**config.mk**
```make
export PLATFORM = sky130hd
export DESIGN_NAME = kble_ranker
export DESIGN_NICKNAME = d
export VERILOG_FILES = /design/src/design/kble_pkg.sv /design/src/design/kble_ranker.sv
export SDC_FILE = /design/constraint.sdc
export NUM_CORES = 1
export LEC_CHECK = 0
export ABC_AREA = 0
export BUFFER_PORTS_ARGS = -buffer_cell sky130_fd_sc_hd__buf_2
export CORE_ASPECT_RATIO = 0.6
export CORE_MARGIN = 4
export CORE_UTILIZATION = 50
export DETAILED_ROUTE_END_ITERATION = 10
export PLACE_DENSITY = 0.7
export SYNTH_ARGS = -nofsm -noshare
export SYNTH_HDL_FRONTEND = slang
export SYNTH_SLANG_ARGS = --single-unit
```
**constraint.sdc**
```tcl
create_clock -name clk -period 8.7 [get_ports clk]
set_clock_uncertainty 0.1 [all_clocks]
set_input_delay 0.87 -clock clk [delete_from_list [all_inputs] [get_ports clk]]
set_output_delay 0.87 -clock clk [all_outputs]
set_load 0.02 [all_outputs]
```
**src/design/kble_pkg.sv**
```systemverilog
// Package of the list extender: sizes, types, register codes and helpers
`timescale 1ns / 1ps

package kble_pkg;

  localparam int KEEP_MAX   = 8;
  localparam int CANDS_MAX  = 8;
  localparam int STAGES_MAX = 8;
  localparam int SEG_MAX    = 64;

  localparam int MET_W  = 24;
  localparam int BITS_W = 64;
  localparam int IDX_W  = 3;
  localparam int CNT_W  = 4;
  localparam int ADDR_W = 1 + 2 * IDX_W;
  localparam int MEM_DEPTH = 2 * KEEP_MAX * STAGES_MAX;

  localparam logic signed [MET_W-1:0] MET_MAX = 24'sh7FFFFF;
  localparam logic signed [MET_W-1:0] MET_MIN = 24'sh800000;

  // configuration register indexes
  localparam logic [1:0] REG_CANDS  = 2'd0;
  localparam logic [1:0] REG_KEEP   = 2'd1;
  localparam logic [1:0] REG_STAGES = 2'd2;
  localparam logic [1:0] REG_SEGLEN = 2'd3;

  typedef enum logic [2:0] {
    ST_IDLE,
    ST_INSERT,
    ST_COPY,
    ST_COMMIT,
    ST_EMIT
  } state_t;

  // one insertion request to the ranker
  typedef struct packed {
    logic                    en;
    logic                    clr;
    logic [IDX_W-1:0]        parent;
    logic [IDX_W-1:0]        cand;
    logic signed [MET_W-1:0] metric;
  } ins_req_t;

  // zero reads as one, anything above hi reads as hi
  function automatic logic [CNT_W-1:0] clamp_cnt(input logic [CNT_W-1:0] v,
                                                 input logic [CNT_W-1:0] hi);
    logic [CNT_W-1:0] r;
    r = v;
    if (v == '0) r = CNT_W'(1);
    else if (v > hi) r = hi;
    return r;
  endfunction

  // saturating 24-bit add
  function automatic logic signed [MET_W-1:0] sat_add(input logic signed [MET_W-1:0] a,
                                                      input logic signed [MET_W-1:0] b);
    logic signed [MET_W:0] s;
    logic signed [MET_W-1:0] r;
    s = {a[MET_W-1], a} + {b[MET_W-1], b};
    r = s[MET_W-1:0];
    if (s[MET_W] != s[MET_W-1]) r = s[MET_W] ? MET_MIN : MET_MAX;
    return r;
  endfunction

endpackage

```
**src/design/kble_ranker.sv**
```systemverilog
// Sorted list of the best paths of a stage, one insertion per cycle
`timescale 1ns / 1ps

module kble_ranker import kble_pkg::*; (
  input  logic                    clk,
  input  logic                    rst_n,
  input  ins_req_t                req,
  input  logic [CNT_W-1:0]        len_l,
  input  logic [CNT_W-1:0]        keep,
  output logic [IDX_W-1:0]        rk_par  [KEEP_MAX],
  output logic [IDX_W-1:0]        rk_cand [KEEP_MAX],
  output logic signed [MET_W-1:0] rk_met  [KEEP_MAX],
  output logic [CNT_W-1:0]        rk_cnt
);

  logic [CNT_W-1:0]        cnt_r;
  logic [IDX_W-1:0]        par_r  [KEEP_MAX];
  logic [IDX_W-1:0]        cand_r [KEEP_MAX];
  logic signed [MET_W-1:0] met_r  [KEEP_MAX];

  logic [7:0]       new_idx;
  logic [7:0]       ent_idx [KEEP_MAX];
  logic [KEEP_MAX-1:0] ahead;
  logic [CNT_W-1:0] pos;
  logic [CNT_W-1:0] top;
  logic             found;

  // count truncated to the current keep size
  assign rk_cnt = (cnt_r > keep) ? keep : cnt_r;

  // compare lanes: does the new path rank ahead of each entry
  always_comb begin
    new_idx = 8'(req.parent) * 8'(len_l) + 8'(req.cand);
    for (int i = 0; i < KEEP_MAX; i++) begin
      ent_idx[i] = 8'(par_r[i]) * 8'(len_l) + 8'(cand_r[i]);
      ahead[i]   = (CNT_W'(i) < rk_cnt) &&
                   ((req.metric > met_r[i]) ||
                    ((req.metric == met_r[i]) && (new_idx < ent_idx[i])));
    end
  end

  // first entry the new path beats; the end of the list otherwise
  always_comb begin
    pos   = rk_cnt;
    found = 1'b0;
    for (int i = 0; i < KEEP_MAX; i++) begin
      if (ahead[i] && !found) begin
        pos   = CNT_W'(i);
        found = 1'b1;
      end
    end
    top = (rk_cnt < keep) ? rk_cnt : keep - CNT_W'(1);
  end

  // count
  always_ff @(posedge clk) begin
    if (!rst_n || req.clr) begin
      cnt_r <= '0;
    end else if (req.en) begin
      cnt_r <= (pos < keep && rk_cnt < keep) ? rk_cnt + CNT_W'(1) : rk_cnt;
    end
  end

  // shift lower entries down and drop the new path in
  always_ff @(posedge clk) begin
    if (req.en && pos < keep) begin
      for (int i = 0; i < KEEP_MAX; i++) begin
        if (CNT_W'(i) == pos) begin
          par_r[i]  <= req.parent;
          cand_r[i] <= req.cand;
          met_r[i]  <= req.metric;
        end else if (i > 0 && CNT_W'(i) > pos && CNT_W'(i) <= top) begin
          par_r[i]  <= par_r[i-1];
          cand_r[i] <= cand_r[i-1];
          met_r[i]  <= met_r[i-1];
        end
      end
    end
  end

  assign rk_par  = par_r;
  assign rk_cand = cand_r;
  assign rk_met  = met_r;

endmodule

```
==> summary.txt <==
Power and ir drop
  – Sw Pwr: approximately 1.8 mW
  – Combinational share of power: 40.6%
  – Switching Fraction: between 30% and 40%
  – Clk pwr share: 25.4%
  – Max IR drop VDD: 146 uV
  – PwrDens: 200 nW/um^2
  – Int Pwr: slightly above 3 mW
  – Flop pwr share: 34.0%
  – P_leak: ~11 nW

Floorplanning
  – # IOs: around 290
  – Chip height: 167 um
  – Chip width: 273 um
  – DIE AREA: around 45000 um^2
  – Core area: 41000 um^2
  – Rows: 57
  – Initial Util: 51.2%

Timing
  – Tcrit/Tclk final: 89.2%
  – Final critical-path required period: around 7.8 ns
  – Slew HR: 22.5%
  – Worst-margin pin slew: 1.16 ns
  – Final Hold Violating Endpoints: 0
  – Final setup fails: 0
  – Maximum clock rate: 129 MHz
  – Max-slew violations: 0
  – TNS Setup: 0 ns
  – RSZ-0062 raised after global routing: false
  – Worst setup margin: around 0.94 ns

Worst hold path
  – Worst min-delay path endpoint: cnt_r[0]
  – Worst Hold Launch: cnt_r[0]
  – Worst min path class: register to register
  – Hold depth: 1

Clocking
  – Post-CTS sizing: 0
  – CTS Sinks: 244
  – CTS tree: done
  – CTS Buf Count: 27
  – Root Driver: clkbuf_16
  – CTS H-tree depth: 1
  – Clock Path Buffers: 3
  – Setup Buffers After CTS: 0
  – Cts hold-fix bufs: 0
  – Worst-skew pair later-pin latency: 0.58 ns
  – CTS clock-pin slew for the worst setup and hold paths: 0.06 ns

Placed design
  – Pre-CTS WS: 0.477 ns
  – Placed Area: about 23000 um^2
  – RD Place Congestion: 0.951
  – DPL Wire Length: a little over 50000 um
  – I/O Buffers: approximately 290

Run
  – Maximum capacitance violations: 0

Routing
  – Via density: 5.88
  – DR iter-0 viols: 1337
  – Iteration count of the initial detailed-routing pass: 5
  – Vias: 16800
  – Drt wl/cell: 22.1 um
  – M1 WL: between 20000 and 30000 um
  – Met2 WL: 26100 um
  – Antenna-violating nets left: 0
  – Highest routed layer: met5
  – Routed met3 length: roughly 5600 um
  – Total Wirelength: 63000 um
  – Drt drc: 0

Synth
  – EDFF count, synth: 240
  – Post-synth top area share: 34.3%
  – Number of distinct library cells after synthesis: 78
  – #FFs+latches synth: 244
  – FFs w/ async S/R, synth: 0%
  – Sequential share of the synthesized area: roughly a third
  – Post-Synthesis Cell Area: 21000 um^2
  – Synth area leaders: edfxtp_1 34%, ha_1 22%, mux2_2 11%
  – Post-synth top flop: edfxtp_1
  – Syn_nets: roughly 2400
  – Yosys Warn Count: 0
  – Largest area contributor in the netlist: edfxtp_1
  – Post-Synthesis Cells: 1959
  – Synthesized area per cell: approximately 11 um^2

Setup path
  – Nature of the critical path endpoint: register
  – Critical path peak fanout: 30
  – R2R setup slack: 1.31 ns
  – Reg2Reg Capture Point: rk_met[5]
  – CP startpoint: req[28]
  – CP required: 8.78 ns
  – Crit Reg-Reg Startpoint: rk_par[23]
  – Cells on worst reg2reg path: 23
  – Startpoint Class: input port
  – Crit path DAT: between 7 and 8 ns
  – Critical path class: input port to register

Final layout
  – Layout cell share with drive strength beyond 1: about a quarter
  – Final Net Count: 2718
  – Filler cell count: between 3000 and 4000
  – Area Growth Syn to Fin: 15.6%
  – Final Cell Area: 24300 um^2

Status
  – Outcome: complete, no violations

Global route
  – First-pass GRT wire length: roughly 97000 um
  – Initial antenna violation count: 3
  – Total GRT Usage: 27.1%
  – GRT overflow: 0
  – Vias in the first global route: 17000
  – Largest net degree at the start of global routing: 32
-- logic make-up after synthesis --
family,after synthesis,share of synthesized area (%)
XOR/XNOR,35,1.46
multiplexers,220,11.7
AO/OA/AOI/OAI,342,10.6
adder cells (fa/ha/maj),405,25.4
AND/OR/NAND/NOR,384,9.95
buffers and inverters,329,6.20
flip-flops,244,34.7
-- through the flow --
stage / power (mW) / hold slack, ns / utilization [%] / cells
after floorplan: 2.96 / 0.361 / - / 1959
after global placement: 3.54 / 0.397 / 56.9 / 2802
after detailed placement: 3.62 / 0.405 / 56.9 / 2802
after CTS: 4.86 / 0.418 / 59.2 / 2852
after global routing: 5.17 / 0.456 / 59.2 / 2853
final: 4.86 / 0.427 / 59.2 / 2853
-- power groups by stage --
stage	Clock, mW	Sequential (mW)	Combinational (mW)
floorplan	0	1.77	1.19
global placement	0	1.67	1.87
detailed placement	0	1.67	1.95
CTS	1.25	1.65	1.96
global route	1.30	1.67	2.20
finish	1.23	1.65	1.98
-- worst max-delay path by stage --
stage	end	depth (start not counted)
floorplan	rk_cand[18]	22
global route	rk_met[9]	28
finish	rk_met[5]	26
detailed placement	rk_met[11]	26
global placement	rk_met[10]	26
CTS	rk_met[14]	26
-- Yosys cell counts (9+ instances only) --
cell type,count
nor2_1,39
buf_2,13
ha_1,369
and2_1,74
nor2b_1,20
a211oi_1,13
nand2b_1,25
mux2_1,9
a31oi_1,10
clkbuf_1,14
nand3_1,41
a21o_1,49
inv_1,293
o211ai_1,13
xnor2_1,14
nor3_1,16
a21oi_1,116
xor2_1,21
nand2_1,79
o21ai_0,61
edfxtp_1,240
nand4_1,46
fa_1,36
mux2_2,203
-- sequential cells by signal, summed over array words and instances (netlist names) --
name	cells
rk_cand	24
cnt_r	4
rk_par	24
rk_met	192
-- cells in the final DEF, fill, tap and decap left out, types with 12 or more instances in the layout --
master / instances
ha_1: 369
inv_1: 293
buf_2: 285
edfxtp_1: 240
mux2_2: 203
a21oi_1: 111
nand2_1: 79
and2_1: 74
o21ai_0: 61
a21o_1: 49
nand4_1: 46
nand3_1: 41
nor2_1: 38
fa_1: 36
buf_4: 29
clkbuf_16: 27
nand2b_1: 25
xor2_1: 21
nor2b_1: 20
xnor2_1: 14
nor3_1: 14
o211ai_1: 13
a211oi_1: 12
-- metal layers --
metal	global-route usage, %	vias to the layer above
met2	39.8	683
met4	8.25	2
li1	-	7763
met3	6.01	105
met1	39.9	8225
met5	0	-
-- final cells by class --
class	count	area [um^2]	area share [%]
tap	560	701	2.88
clock inverter	18	236	0.974
clock buffer	32	694	2.86
inverter	293	1100	4.53
timing repair buffer	319	1740	7.18
multi-input combinational	1386	12500	51.6
sequential	244	7290	30.0
antenna	1	2.50	0.0103
-- critical path, stage by stage --
cell and delay, ns:
buf_2 0.26, nand2_1 0.13, fa_1 0.58, inv_1 0.07
fa_1 0.54, inv_1 0.07, fa_1 0.45, inv_1 0.07
a21oi_1 0.06, o21bai_1 0.22, xor2_1 0.10, buf_4 0.20
ha_1 0.31, o2111ai_1 0.10, o21ai_0 0.18, a21o_1 0.14
a211oi_1 0.07, o21ai_0 0.57, o2111ai_2 0.31, nor3_1 0.34
ha_1 0.31, a2111oi_0 0.48, buf_4 0.21, o21a_1 0.12
o31ai_2 0.15, a21oi_4 0.91
(Power assumes the default switching activity.)
